**config.mk**
```make
export PLATFORM = sky130hd
export DESIGN_NAME = http_request_head_tokenizer_unit
export DESIGN_NICKNAME = d
export VERILOG_FILES = /design/src/rtl/core/hrht_pkg.sv /design/src/rtl/core/hrht_cfg.sv /design/src/rtl/core/hrht_parser.sv /design/src/rtl/core/http_request_head_tokenizer_unit.sv
export VERILOG_INCLUDE_DIRS = /design/src /design/src/rtl/core
export SDC_FILE = /design/constraint.sdc
export NUM_CORES = 1
export LEC_CHECK = 0
export BUFFER_PORTS_ARGS = -buffer_cell sky130_fd_sc_hd__buf_4
export CELL_PAD_IN_SITES_DETAIL_PLACEMENT = 0
export CELL_PAD_IN_SITES_GLOBAL_PLACEMENT = 2
export CORE_UTILIZATION = 40
export DETAILED_ROUTE_END_ITERATION = 16
export PLACE_DENSITY = 0.93
export SYNTH_ARGS = -nofsm -noshare
export SYNTH_HDL_FRONTEND = slang
export SYNTH_HIERARCHICAL = 1
export SYNTH_SLANG_ARGS = --single-unit
```
**constraint.sdc**
```tcl
create_clock -name clk -period 11.7 [get_ports clk]
set_clock_uncertainty 0.2 [all_clocks]
set_input_delay 2.34 -clock clk [delete_from_list [all_inputs] [get_ports clk]]
set_output_delay 2.34 -clock clk [all_outputs]
set_load 0.03 [all_outputs]
```
**src/rtl/core/http_request_head_tokenizer_unit_defines.svh**
```systemverilog
// Assertion helpers shared by the RTL of the request head tokenizer.
// Both expect a clock named clk and an active-low reset named arst_n in scope.
`ifndef HTTP_REQUEST_HEAD_TOKENIZER_UNIT_DEFINES_SVH
`define HTTP_REQUEST_HEAD_TOKENIZER_UNIT_DEFINES_SVH

// Same-cycle implication.
`define HRHT_ASSERT_NOW(label, ante, cons) \
	label: assert property (@(posedge clk) disable iff (!arst_n) (ante) |-> (cons)) \
		else $error("tokenizer check failed");

// Next-cycle implication.
`define HRHT_ASSERT_NEXT(label, ante, cons) \
	label: assert property (@(posedge clk) disable iff (!arst_n) (ante) |=> (cons)) \
		else $error("tokenizer check failed");

`endif

```
**src/rtl/core/hrht_pkg.sv**
```systemverilog
package hrht_pkg;

	localparam int FIELD_LEN_MAX_DEF = 8192;
	localparam int HEADERS_MAX_DEF   = 64;

	localparam logic [7:0] CH_SP    = 8'h20;
	localparam logic [7:0] CH_COLON = 8'h3A;
	localparam logic [7:0] CH_CR    = 8'h0D;
	localparam logic [7:0] CH_LF    = 8'h0A;

	localparam logic [12:0] OFFSET_SAT = 13'h1FFF;
	localparam logic [1:0]  LINE_SHORT = 2'd2;

	localparam logic [2:0] CL_METHOD  = 3'd0;
	localparam logic [2:0] CL_PATH    = 3'd1;
	localparam logic [2:0] CL_VERSION = 3'd2;
	localparam logic [2:0] CL_NAME    = 3'd3;
	localparam logic [2:0] CL_VALUE   = 3'd4;
	localparam logic [2:0] CL_DELIM   = 3'd5;
	localparam logic [2:0] CL_IGN     = 3'd6;

	localparam logic [1:0] ST_PROGRESS = 2'd0;
	localparam logic [1:0] ST_ACCEPT   = 2'd1;
	localparam logic [1:0] ST_ERROR    = 2'd2;

	localparam logic [2:0] ERR_NONE  = 3'd0;
	localparam logic [2:0] ERR_EMPTY = 3'd1;
	localparam logic [2:0] ERR_LONG  = 3'd2;
	localparam logic [2:0] ERR_SEP   = 3'd3;
	localparam logic [2:0] ERR_MANY  = 3'd4;
	localparam logic [2:0] ERR_TRUNC = 3'd5;

	localparam logic [2:0] REG_METHOD_LIMIT  = 3'd0;
	localparam logic [2:0] REG_PATH_LIMIT    = 3'd1;
	localparam logic [2:0] REG_VERSION_LIMIT = 3'd2;
	localparam logic [2:0] REG_NAME_LIMIT    = 3'd3;
	localparam logic [2:0] REG_VALUE_LIMIT   = 3'd4;
	localparam logic [2:0] REG_HEADER_LIMIT  = 3'd5;

	typedef enum logic [6:0] {
		PH_METHOD     = 7'b0000001,
		PH_PATH       = 7'b0000010,
		PH_VERSION    = 7'b0000100,
		PH_NAME       = 7'b0001000,
		PH_VALUE_LEAD = 7'b0010000,
		PH_VALUE      = 7'b0100000,
		PH_DONE       = 7'b1000000
	} phase_t;

	typedef struct packed {
		logic [13:0] method_limit;
		logic [13:0] path_limit;
		logic [13:0] version_limit;
		logic [13:0] name_limit;
		logic [13:0] value_limit;
		logic [6:0]  header_limit;
	} cfg_t;

	typedef struct packed {
		phase_t      phase;
		logic [2:0]  deferred;
		logic [1:0]  status;
		logic [2:0]  error;
	} ctl_t;

	typedef struct packed {
		logic [7:0]  byte_out;
		logic [2:0]  field_class;
		logic [5:0]  header_index;
		logic [12:0] field_offset;
		logic [1:0]  status;
		logic [2:0]  error_cause;
		logic [6:0]  lines_done;
	} res_t;

endpackage

```
**src/rtl/core/hrht_cfg.sv**
```systemverilog
module hrht_cfg (
	input  logic                clk,
	input  logic                arst_n,
	input  logic                cfg_we,
	input  logic [2:0]          cfg_index,
	input  logic [13:0]         cfg_data,
	output hrht_pkg::cfg_t      cfg
);

	hrht_pkg::cfg_t cfg_q;

	always_ff @(posedge clk or negedge arst_n) begin
		if (!arst_n) begin
			cfg_q.method_limit  <= 14'd16;
			cfg_q.path_limit    <= 14'd2048;
			cfg_q.version_limit <= 14'd16;
			cfg_q.name_limit    <= 14'd256;
			cfg_q.value_limit   <= 14'd4096;
			cfg_q.header_limit  <= 7'd32;
		end else if (cfg_we) begin
			unique case (cfg_index)
				hrht_pkg::REG_METHOD_LIMIT:  cfg_q.method_limit  <= cfg_data;
				hrht_pkg::REG_PATH_LIMIT:    cfg_q.path_limit    <= cfg_data;
				hrht_pkg::REG_VERSION_LIMIT: cfg_q.version_limit <= cfg_data;
				hrht_pkg::REG_NAME_LIMIT:    cfg_q.name_limit    <= cfg_data;
				hrht_pkg::REG_VALUE_LIMIT:   cfg_q.value_limit   <= cfg_data;
				hrht_pkg::REG_HEADER_LIMIT:  cfg_q.header_limit  <= cfg_data[6:0];
				default: ;
			endcase
		end
	end

	assign cfg = cfg_q;

endmodule

```
**src/rtl/core/hrht_parser.sv**
```systemverilog
module hrht_parser #(
	parameter int FIELD_LEN_MAX = hrht_pkg::FIELD_LEN_MAX_DEF,
	parameter int HEADERS_MAX   = hrht_pkg::HEADERS_MAX_DEF
) (
	input  logic                clk,
	input  logic                arst_n,
	input  logic                step,
	input  logic [7:0]          data_byte,
	input  logic                is_last,
	input  hrht_pkg::cfg_t      cfg,
	output hrht_pkg::res_t      res
);

	localparam int FL_W = $clog2(FIELD_LEN_MAX + 1);
	localparam int HC_W = $clog2(HEADERS_MAX + 1);
	localparam int EW   = (FL_W + 1 > 14) ? FL_W + 1 : 14;
	localparam int HL_W = (HC_W > 7) ? HC_W : 7;
	localparam int OW   = (FL_W > 13) ? FL_W : 13;

	hrht_pkg::ctl_t ctl_q;
	logic [FL_W-1:0] fl_q;
	logic [HC_W-1:0] hd_q;
	logic            cr_q;
	logic [1:0]      lb_q;

	hrht_pkg::ctl_t c;
	logic [FL_W-1:0] fl;
	logic [HC_W-1:0] hd;
	logic            cr;
	logic [1:0]      lb;
	logic [1:0]      was;
	logic [2:0]      cls;
	logic [FL_W-1:0] off;
	logic [HC_W-1:0] idx;
	logic [HL_W-1:0] hlim;
	logic [HL_W-1:0] idx_e;
	logic [HL_W-1:0] hd_e;
	logic [OW-1:0]   off_e;
	logic [EW-1:0]   eff_method;
	logic [EW-1:0]   eff_path;
	logic [EW-1:0]   eff_version;
	logic [EW-1:0]   eff_name;
	logic [EW-1:0]   eff_value;

	function automatic logic [EW-1:0] eff_f(logic [13:0] lim);
		logic [EW-1:0] l;
		l = EW'(lim);
		return (l > EW'(FIELD_LEN_MAX)) ? EW'(FIELD_LEN_MAX) : l;
	endfunction

	function automatic logic in_hdr(hrht_pkg::phase_t ph);
		return (ph == hrht_pkg::PH_NAME) || (ph == hrht_pkg::PH_VALUE_LEAD) ||
			(ph == hrht_pkg::PH_VALUE);
	endfunction

	// An error in the first two bytes of a header line is held until the third byte.
	function automatic hrht_pkg::ctl_t fail_f(hrht_pkg::ctl_t st, logic [1:0] line,
		logic [2:0] cause);
		hrht_pkg::ctl_t r;
		r = st;
		if (in_hdr(st.phase) && line <= hrht_pkg::LINE_SHORT) begin
			if (r.deferred == hrht_pkg::ERR_NONE) r.deferred = cause;
		end else begin
			r.status = hrht_pkg::ST_ERROR;
			r.error  = cause;
			r.phase  = hrht_pkg::PH_DONE;
		end
		return r;
	endfunction

	assign eff_method  = eff_f(cfg.method_limit);
	assign eff_path    = eff_f(cfg.path_limit);
	assign eff_version = eff_f(cfg.version_limit);
	assign eff_name    = eff_f(cfg.name_limit);
	assign eff_value   = eff_f(cfg.value_limit);
	assign hlim = (HL_W'(cfg.header_limit) > HL_W'(HEADERS_MAX)) ? HL_W'(HEADERS_MAX) :
		HL_W'(cfg.header_limit);

	always_comb begin
		c   = ctl_q;
		fl  = fl_q;
		hd  = hd_q;
		cr  = cr_q;
		lb  = lb_q;
		was = lb_q;
		cls = hrht_pkg::CL_IGN;
		off = '0;
		idx = '0;
		if (c.phase != hrht_pkg::PH_DONE) begin
			if (in_hdr(c.phase)) begin
				idx = hd;
				if (was != 2'd3) lb = was + 2'd1;
				if (was == hrht_pkg::LINE_SHORT) begin
					if (HL_W'(hd) >= hlim) c = fail_f(c, lb, hrht_pkg::ERR_MANY);
					else if (c.deferred != hrht_pkg::ERR_NONE) c = fail_f(c, lb, c.deferred);
				end
			end
			if (c.phase != hrht_pkg::PH_DONE && c.deferred == hrht_pkg::ERR_NONE) begin
				unique case (c.phase)
					hrht_pkg::PH_METHOD, hrht_pkg::PH_PATH: begin
						if (data_byte == hrht_pkg::CH_SP) begin
							if (fl == '0) c = fail_f(c, lb, hrht_pkg::ERR_EMPTY);
							else begin
								cls = hrht_pkg::CL_DELIM;
								c.phase = (c.phase == hrht_pkg::PH_METHOD) ?
									hrht_pkg::PH_PATH : hrht_pkg::PH_VERSION;
								fl = '0;
							end
						end else if (data_byte == hrht_pkg::CH_CR ||
							data_byte == hrht_pkg::CH_LF) begin
							c = fail_f(c, lb, hrht_pkg::ERR_SEP);
						end else begin
							off = fl;
							fl = fl + FL_W'(1);
							if (EW'(fl) >= ((c.phase == hrht_pkg::PH_METHOD) ? eff_method :
								eff_path)) begin
								c = fail_f(c, lb, hrht_pkg::ERR_LONG);
							end else begin
								cls = (c.phase == hrht_pkg::PH_METHOD) ? hrht_pkg::CL_METHOD :
									hrht_pkg::CL_PATH;
							end
						end
					end
					hrht_pkg::PH_VERSION: begin
						if (cr) begin
							if (data_byte == hrht_pkg::CH_LF) begin
								cls = hrht_pkg::CL_DELIM;
								cr = 1'b0;
								c.phase = hrht_pkg::PH_NAME;
								lb = '0;
								fl = '0;
							end else c = fail_f(c, lb, hrht_pkg::ERR_SEP);
						end else if (data_byte == hrht_pkg::CH_CR) begin
							if (fl == '0) c = fail_f(c, lb, hrht_pkg::ERR_EMPTY);
							else begin
								cr = 1'b1;
								cls = hrht_pkg::CL_DELIM;
							end
						end else if (data_byte == hrht_pkg::CH_LF) begin
							c = fail_f(c, lb, hrht_pkg::ERR_SEP);
						end else begin
							off = fl;
							fl = fl + FL_W'(1);
							if (EW'(fl) >= eff_version) c = fail_f(c, lb, hrht_pkg::ERR_LONG);
							else cls = hrht_pkg::CL_VERSION;
						end
					end
					hrht_pkg::PH_NAME: begin
						if (cr) begin
							if (data_byte == hrht_pkg::CH_LF) begin
								cls = hrht_pkg::CL_DELIM;
								c.status = hrht_pkg::ST_ACCEPT;
								c.phase = hrht_pkg::PH_DONE;
							end else c = fail_f(c, lb, hrht_pkg::ERR_SEP);
						end else if (data_byte == hrht_pkg::CH_CR) begin
							if (fl == '0) begin
								cr = 1'b1;
								cls = hrht_pkg::CL_DELIM;
							end else c = fail_f(c, lb, hrht_pkg::ERR_SEP);
						end else if (data_byte == hrht_pkg::CH_LF) begin
							c = fail_f(c, lb, hrht_pkg::ERR_SEP);
						end else if (data_byte == hrht_pkg::CH_COLON) begin
							if (fl == '0) c = fail_f(c, lb, hrht_pkg::ERR_EMPTY);
							else if (EW'(fl) >= eff_name) c = fail_f(c, lb, hrht_pkg::ERR_LONG);
							else begin
								cls = hrht_pkg::CL_DELIM;
								c.phase = hrht_pkg::PH_VALUE_LEAD;
								fl = '0;
							end
						end else begin
							off = fl;
							fl = fl + FL_W'(1);
							if (EW'(fl) >= eff_name) c = fail_f(c, lb, hrht_pkg::ERR_LONG);
							else cls = hrht_pkg::CL_NAME;
						end
					end
					hrht_pkg::PH_VALUE_LEAD, hrht_pkg::PH_VALUE: begin
						if (cr) begin
							if (data_byte == hrht_pkg::CH_LF) begin
								cls = hrht_pkg::CL_DELIM;
								cr = 1'b0;
								hd = hd + HC_W'(1);
								c.phase = hrht_pkg::PH_NAME;
								lb = '0;
								fl = '0;
							end else c = fail_f(c, lb, hrht_pkg::ERR_SEP);
						end else if (data_byte == hrht_pkg::CH_CR) begin
							if (EW'(fl) >= eff_value) c = fail_f(c, lb, hrht_pkg::ERR_LONG);
							else begin
								cr = 1'b1;
								cls = hrht_pkg::CL_DELIM;
							end
						end else if (data_byte == hrht_pkg::CH_LF) begin
							c = fail_f(c, lb, hrht_pkg::ERR_SEP);
						end else if (c.phase == hrht_pkg::PH_VALUE_LEAD &&
							data_byte == hrht_pkg::CH_SP) begin
							cls = hrht_pkg::CL_DELIM;
						end else begin
							c.phase = hrht_pkg::PH_VALUE;
							off = fl;
							fl = fl + FL_W'(1);
							if (EW'(fl) >= eff_value) c = fail_f(c, lb, hrht_pkg::ERR_LONG);
							else cls = hrht_pkg::CL_VALUE;
						end
					end
					default: ;
				endcase
			end
		end
		if (is_last && c.status == hrht_pkg::ST_PROGRESS) begin
			if (in_hdr(c.phase) && lb <= hrht_pkg::LINE_SHORT) c.status = hrht_pkg::ST_ACCEPT;
			else begin
				c.status = hrht_pkg::ST_ERROR;
				c.error  = hrht_pkg::ERR_TRUNC;
			end
		end
	end

	assign idx_e = HL_W'(idx);
	assign hd_e  = HL_W'(hd);
	assign off_e = OW'(off);

	always_comb begin
		res.byte_out     = data_byte;
		res.field_class  = cls;
		res.header_index = (cls == hrht_pkg::CL_IGN) ? 6'd0 : idx_e[5:0];
		if (cls == hrht_pkg::CL_IGN || cls == hrht_pkg::CL_DELIM) res.field_offset = '0;
		else if (off_e > OW'(hrht_pkg::OFFSET_SAT)) res.field_offset = hrht_pkg::OFFSET_SAT;
		else res.field_offset = off_e[12:0];
		res.status       = c.status;
		res.error_cause  = c.error;
		res.lines_done   = hd_e[6:0];
	end

	always_ff @(posedge clk or negedge arst_n) begin
		if (!arst_n) begin
			ctl_q.phase    <= hrht_pkg::PH_METHOD;
			ctl_q.deferred <= hrht_pkg::ERR_NONE;
			ctl_q.status   <= hrht_pkg::ST_PROGRESS;
			ctl_q.error    <= hrht_pkg::ERR_NONE;
			fl_q <= '0;
			hd_q <= '0;
			cr_q <= 1'b0;
			lb_q <= '0;
		end else if (step) begin
			if (is_last) begin
				ctl_q.phase    <= hrht_pkg::PH_METHOD;
				ctl_q.deferred <= hrht_pkg::ERR_NONE;
				ctl_q.status   <= hrht_pkg::ST_PROGRESS;
				ctl_q.error    <= hrht_pkg::ERR_NONE;
				fl_q <= '0;
				hd_q <= '0;
				cr_q <= 1'b0;
				lb_q <= '0;
			end else begin
				ctl_q <= c;
				fl_q  <= fl;
				hd_q  <= hd;
				cr_q  <= cr;
				lb_q  <= lb;
			end
		end
	end

endmodule

```
**src/rtl/core/http_request_head_tokenizer_unit.sv**
```systemverilog
// Request head tokenizer: tags each byte of an HTTP/1.1 request head.
// The slave stream carries one request byte per beat, with tlast on the final
// byte of the buffer. The master stream returns one beat per input beat, in
// order, with the byte, its field class in tuser and its header line, field
// offset, running status, error cause and completed header count in tdata.
// Limits are set through the write port (cfg_we, cfg_index, cfg_data); the user
// must set them while no beat is in flight, which the block does not enforce.
// A limit register index past the last is ignored. A byte passes an input
// register and then a result register. The parse state is updated once per byte,
// which sustains one beat per cycle while the receiver does not stall.
// When the receiver stalls, the result register holds its beat and the input
// register can still take one more byte; tready drops only when both are full.
// The beat that carries tlast shows the final status, after which the parse
// state returns to its reset value while the limit registers keep theirs.
// Reset clears both registers' valid flags and the parse state, and sets the limits to their defaults.
`include "http_request_head_tokenizer_unit_defines.svh"

module http_request_head_tokenizer_unit #(
	parameter int FIELD_LEN_MAX = hrht_pkg::FIELD_LEN_MAX_DEF,
	parameter int HEADERS_MAX   = hrht_pkg::HEADERS_MAX_DEF
) (
	input  logic        clk,
	input  logic        arst_n,
	input  logic        cfg_we,
	input  logic [2:0]  cfg_index,
	input  logic [13:0] cfg_data,
	input  logic        s_axis_tvalid,
	output logic        s_axis_tready,
	input  logic [7:0]  s_axis_tdata,  // data_byte
	input  logic        s_axis_tlast,
	output logic        m_axis_tvalid,
	input  logic        m_axis_tready,
	// byte_out, header_index, field_offset, status, error_cause, lines_done, zero pad
	output logic [39:0] m_axis_tdata,
	output logic [2:0]  m_axis_tuser   // field_class
);

	hrht_pkg::cfg_t cfg;
	hrht_pkg::res_t res;
	hrht_pkg::res_t res_s2;
	logic           valid_s1;
	logic [7:0]     byte_s1;
	logic           last_s1;
	logic           valid_s2;
	logic           advance;
	logic           take;

	assign advance       = valid_s1 && (!valid_s2 || m_axis_tready);
	assign s_axis_tready = !valid_s1 || advance;
	assign take          = s_axis_tvalid && s_axis_tready;

	hrht_cfg u_cfg (
		.clk       (clk),
		.arst_n    (arst_n),
		.cfg_we    (cfg_we),
		.cfg_index (cfg_index),
		.cfg_data  (cfg_data),
		.cfg       (cfg)
	);

	hrht_parser #(
		.FIELD_LEN_MAX (FIELD_LEN_MAX),
		.HEADERS_MAX   (HEADERS_MAX)
	) u_parser (
		.clk       (clk),
		.arst_n    (arst_n),
		.step      (advance),
		.data_byte (byte_s1),
		.is_last   (last_s1),
		.cfg       (cfg),
		.res       (res)
	);

	always_ff @(posedge clk or negedge arst_n) begin
		if (!arst_n) begin
			valid_s1 <= 1'b0;
		end else if (take) begin
			valid_s1 <= 1'b1;
		end else if (advance) begin
			valid_s1 <= 1'b0;
		end
	end

	always_ff @(posedge clk) begin
		if (take) begin
			byte_s1 <= s_axis_tdata;
			last_s1 <= s_axis_tlast;
		end
	end

	always_ff @(posedge clk or negedge arst_n) begin
		if (!arst_n) begin
			valid_s2 <= 1'b0;
		end else if (advance) begin
			valid_s2 <= 1'b1;
		end else if (m_axis_tready) begin
			valid_s2 <= 1'b0;
		end
	end

	always_ff @(posedge clk) begin
		if (advance) res_s2 <= res;
	end

	assign m_axis_tvalid = valid_s2;
	assign m_axis_tuser  = res_s2.field_class;
	assign m_axis_tdata  = {1'b0, res_s2.lines_done, res_s2.error_cause, res_s2.status,
		res_s2.field_offset, res_s2.header_index, res_s2.byte_out};

	`HRHT_ASSERT_NOW(a_stall_only_when_full, !s_axis_tready,
		valid_s1 && valid_s2 && !m_axis_tready)
	`HRHT_ASSERT_NOW(a_error_has_cause, valid_s2,
		(res_s2.status == hrht_pkg::ST_ERROR) == (res_s2.error_cause != hrht_pkg::ERR_NONE))
	`HRHT_ASSERT_NOW(a_offset_only_in_field, valid_s2 && res_s2.field_offset != 13'd0,
		res_s2.field_class != hrht_pkg::CL_DELIM && res_s2.field_class != hrht_pkg::CL_IGN)
	`HRHT_ASSERT_NEXT(a_result_moves_on, advance && !take, !valid_s1 && valid_s2)

endmodule
```
==> impl_metrics.json <==
{
  "critPathKind": "flop to flop",
  "grt_pass1_vias": 9545,
  "ys_seq_area_share_pct": 39.13,
  "synth_cells": 1194,
  "rows": 61,
  "fmax_mhz": 155.6,
  "outcome": "finished, final reports clean",
  "p_seq_share_pct": 36.8,
  "synth_edf_count": 51,
  "antenna_cells": 0,
  "async_flop_share_pct": 69.82,
  "via_count": 9921,
  "yosys_warnings": 6,
  "power.internal_mw": 1.323,
  "htree_levels": 4,
  "final_cells": 1626,
  "grt_max_degree": 84,
  "crit_chain": "nor4_1, nand2_1, nor3b_1, buf_4, and2_1, a22oi_1, ha_1, o21a_1, nor2_1, a311o_1, o211ai_1, a211oi_1, nor2_1, o221ai_1, a2111oi_0, a211oi_1, a211oi_1, nor2_1",
  "port_buffers": 74,
  "antenna_found_initial": 1,
  "ys_ff_latch": 169,
  "swShare_pct": 38.48,
  "synth_fp_nets": 1319,
  "cp_slowest_stage_delay_ps": 730,
  "cp.required_ps": 11660,
  "clock_latency_ps": 430,
  "clock_path_buffers": 2,
  "nets": 1360,
  "cts_setup_buffers": 0,
  "grt_pass1_wl_mm": 56.72,
  "rsz0062_at_grt": "false",
  "areaGrowthSynthToFinish_pct": 12.60,
  "path_buf_inv": 1,
  "overflow": 0,
  "synthFlopType": "dfrtp_1",
  "wl_mm": 36.57,
  "cts_buffers": 17,
  "die_x_um": 171.4,
  "maxSlewViolCount": 0,
  "drt_first_pass_iters": 5,
  "critical_path.top_delay_family": "compound AO/OA/AOI/OAI gates",
  "power_frac_comb_pct": 35.9,
  "wl_per_cell_um": 22.49,
  "cp.arrival_ps": 6380,
  "synthesis.area_um2": 11480,
  "p_clk_share_pct": 27.3,
  "clk_pin_slew_worst_paths_ps": 70,
  "powerDensity_nw_per_um2": 166.3,
  "drive_gt1_share_pct": 17.39,
  "drc_errors": 0,
  "switching_power_mw": 0.8275,
  "dieArea_um2": 29390,
  "final_cell_mix": "nand2_1, dfrtp_1, ha_1",
  "layout_commonest_cell": "nand2_1",
  "post-route-min-period_ps": 6427,
  "cts_resized": 0,
  "synth_cell_types": 87,
  "fin_crit_sh_pct": 54.93,
  "critPathMaxFanout": 19,
  "gp_congestion": 0.9765,
  "avgSynthCellArea_um2": 9.617,
  "cts_hold_buf": 0,
  "start_util_pct": 40.99,
  "setup_tns_ps": 0,
  "hold_path_class": "flop to flop",
  "dpl.hpwl_mm": 27.21,
  "p_leak_nw": 5.488,
  "placeableCoreArea_um2": 28010,
  "clock_sinks": 169,
  "hold_viol": 0,
  "ioPinCount": 76,
  "grt_use_total_pct": 25.55,
  "root_buffer": "clkbuf_16",
  "drtAntennaViolNets": 0,
  "drtIter0Drc": 1026,
  "cts_tree": "yes",
  "maxCapViolCount": 0,
  "setup_viol": 0,
  "critPathCaptureType": "flop",
  "ir_worst_vdd_v": 0.00008560,
  "slew_headroom_pct": 25.29,
  "crit_slowest_cell": "nor4_1",
  "worst_pin_slew_ps": 1110,
  "die_h_um": 171.4,
  "holdWs_ps": 286.7,
  "vias_per_cell": 6.101,
  "place_inst": 1594,
  "crit_path_start_kind": "flop"
}
==> layer usage <==
layer / track usage [%] / wire [um]
met1: 35.94 / 16630
met2: 40.52 / 16740
met3: 3.613 / 2321
met4: 7.686 / 888
met5: 0 / 0
==> cell families (layout without fill, tap and decap cells) <==
logic type	after synthesis	in the layout	share of synthesized area, %
buffers and inverters	92	146	3.650
AND/OR/NAND/NOR	400	400	17.72
flip-flops	169	169	39.13
multiplexers	79	79	7.737
adder cells (fa/ha/maj)	94	94	10.24
other	1	1	0.03266
AO/OA/AOI/OAI	338	338	19.89
XOR/XNOR	21	21	1.602
==> per-stage QoR <==
stage | area (um^2) | total power [mW] | util (%) | worst slack [ps]
final | 12930 | 2.150 | 46.16 | 5273
after global routing | 12930 | 2.269 | 46.16 | 4894
after CTS | 12930 | 2.149 | 46.16 | 5417
after floorplan | 11480 | 1.302 | - | 6332
after global placement | 12330 | 1.548 | 44.00 | 5565
after detailed placement | 12330 | 1.559 | 44.00 | 5448
==> final timing paths <==
path / start / end / slack, ps / depth (start not counted)
min: byte_s1[6] / m_axis_tdata[6] / 290 / 0
max in group asynchronous: arst_n / u_cfg/cfg[73] / 8160 / 2
max: u_parser/ctl_q[12] / m_axis_tdata[30] / 5270 / 18
min reg2reg: byte_s1[6] / m_axis_tdata[6] / 290 / 0
max reg2reg: u_parser/ctl_q[12] / m_axis_tdata[30] / 5270 / 18
min in group asynchronous: arst_n / u_parser/fl_q[5] / 1670 / 1
==> power by group through the flow <==
stage	Combinational [mW]	Clock, mW	Sequential (mW)
global placement	0.750	0	0.798
CTS	0.760	0.599	0.790
global route	0.842	0.625	0.802
detailed placement	0.757	0	0.801
finish	0.771	0.588	0.791
floorplan	0.508	0	0.795
==> sequential cells by signal, indices dropped and copies added (netlist names) <==
| signal | flops |
|---|---|
| last_s1 | 1 |
| u_parser/ctl_q | 15 |
| valid_s1 | 1 |
| u_cfg/cfg | 77 |
| m_axis_tuser | 3 |
| u_parser/cr_q | 1 |
| u_parser/fl_q | 14 |
| u_parser/hd_q | 7 |
| u_parser/lb_q | 2 |
| byte_s1 | 8 |
| m_axis_tvalid | 1 |
| m_axis_tdata | 39 |
==> synthesized netlist by cell type, types with 6 or more instances <==
master | number | area share, %
nand2b_1 | 13 | 0.71
nor2_1 | 82 | 2.7
xor2_1 | 11 | 0.84
nor4_1 | 21 | 1.1
nor3_1 | 27 | 1.2
and3_1 | 12 | 0.65
a31oi_1 | 15 | 0.82
a22oi_1 | 15 | 0.98
o21ai_0 | 88 | 3.8
a22o_1 | 18 | 1.4
and2_1 | 13 | 0.71
ha_1 | 94 | 10
dfrtp_1 | 111 | 24
a211oi_1 | 23 | 1.5
o211ai_1 | 11 | 0.72
dfstp_2 | 7 | 1.6
clkbuf_1 | 47 | 1.5
o21a_1 | 7 | 0.46
mux2_1 | 11 | 1.1
or3_1 | 6 | 0.33
nor2b_1 | 8 | 0.44
buf_4 | 10 | 0.65
a21o_1 | 12 | 0.78
a21oi_1 | 63 | 2.7
nand4_1 | 23 | 1.3
xnor2_1 | 10 | 0.76
mux2_2 | 67 | 6.6
nand3_1 | 26 | 1.1
o31ai_1 | 8 | 0.52
edfxtp_1 | 51 | 13
inv_1 | 23 | 0.75
nor3b_1 | 6 | 0.39
nand2_1 | 128 | 4.2
==> layout make-up <==
class	count	area [um^2]
Sequential cell	169	4493
Inverter	23	86.33
Tap cell	378	473.0
Multi-Input combinational cell	933	6590
Clock buffer	20	478.0
Timing Repair Buffer	91	683.2
Fill cell	2712	15080
Clock inverter	12	125.1
Note: power is estimated with default switching activity, not from simulation.
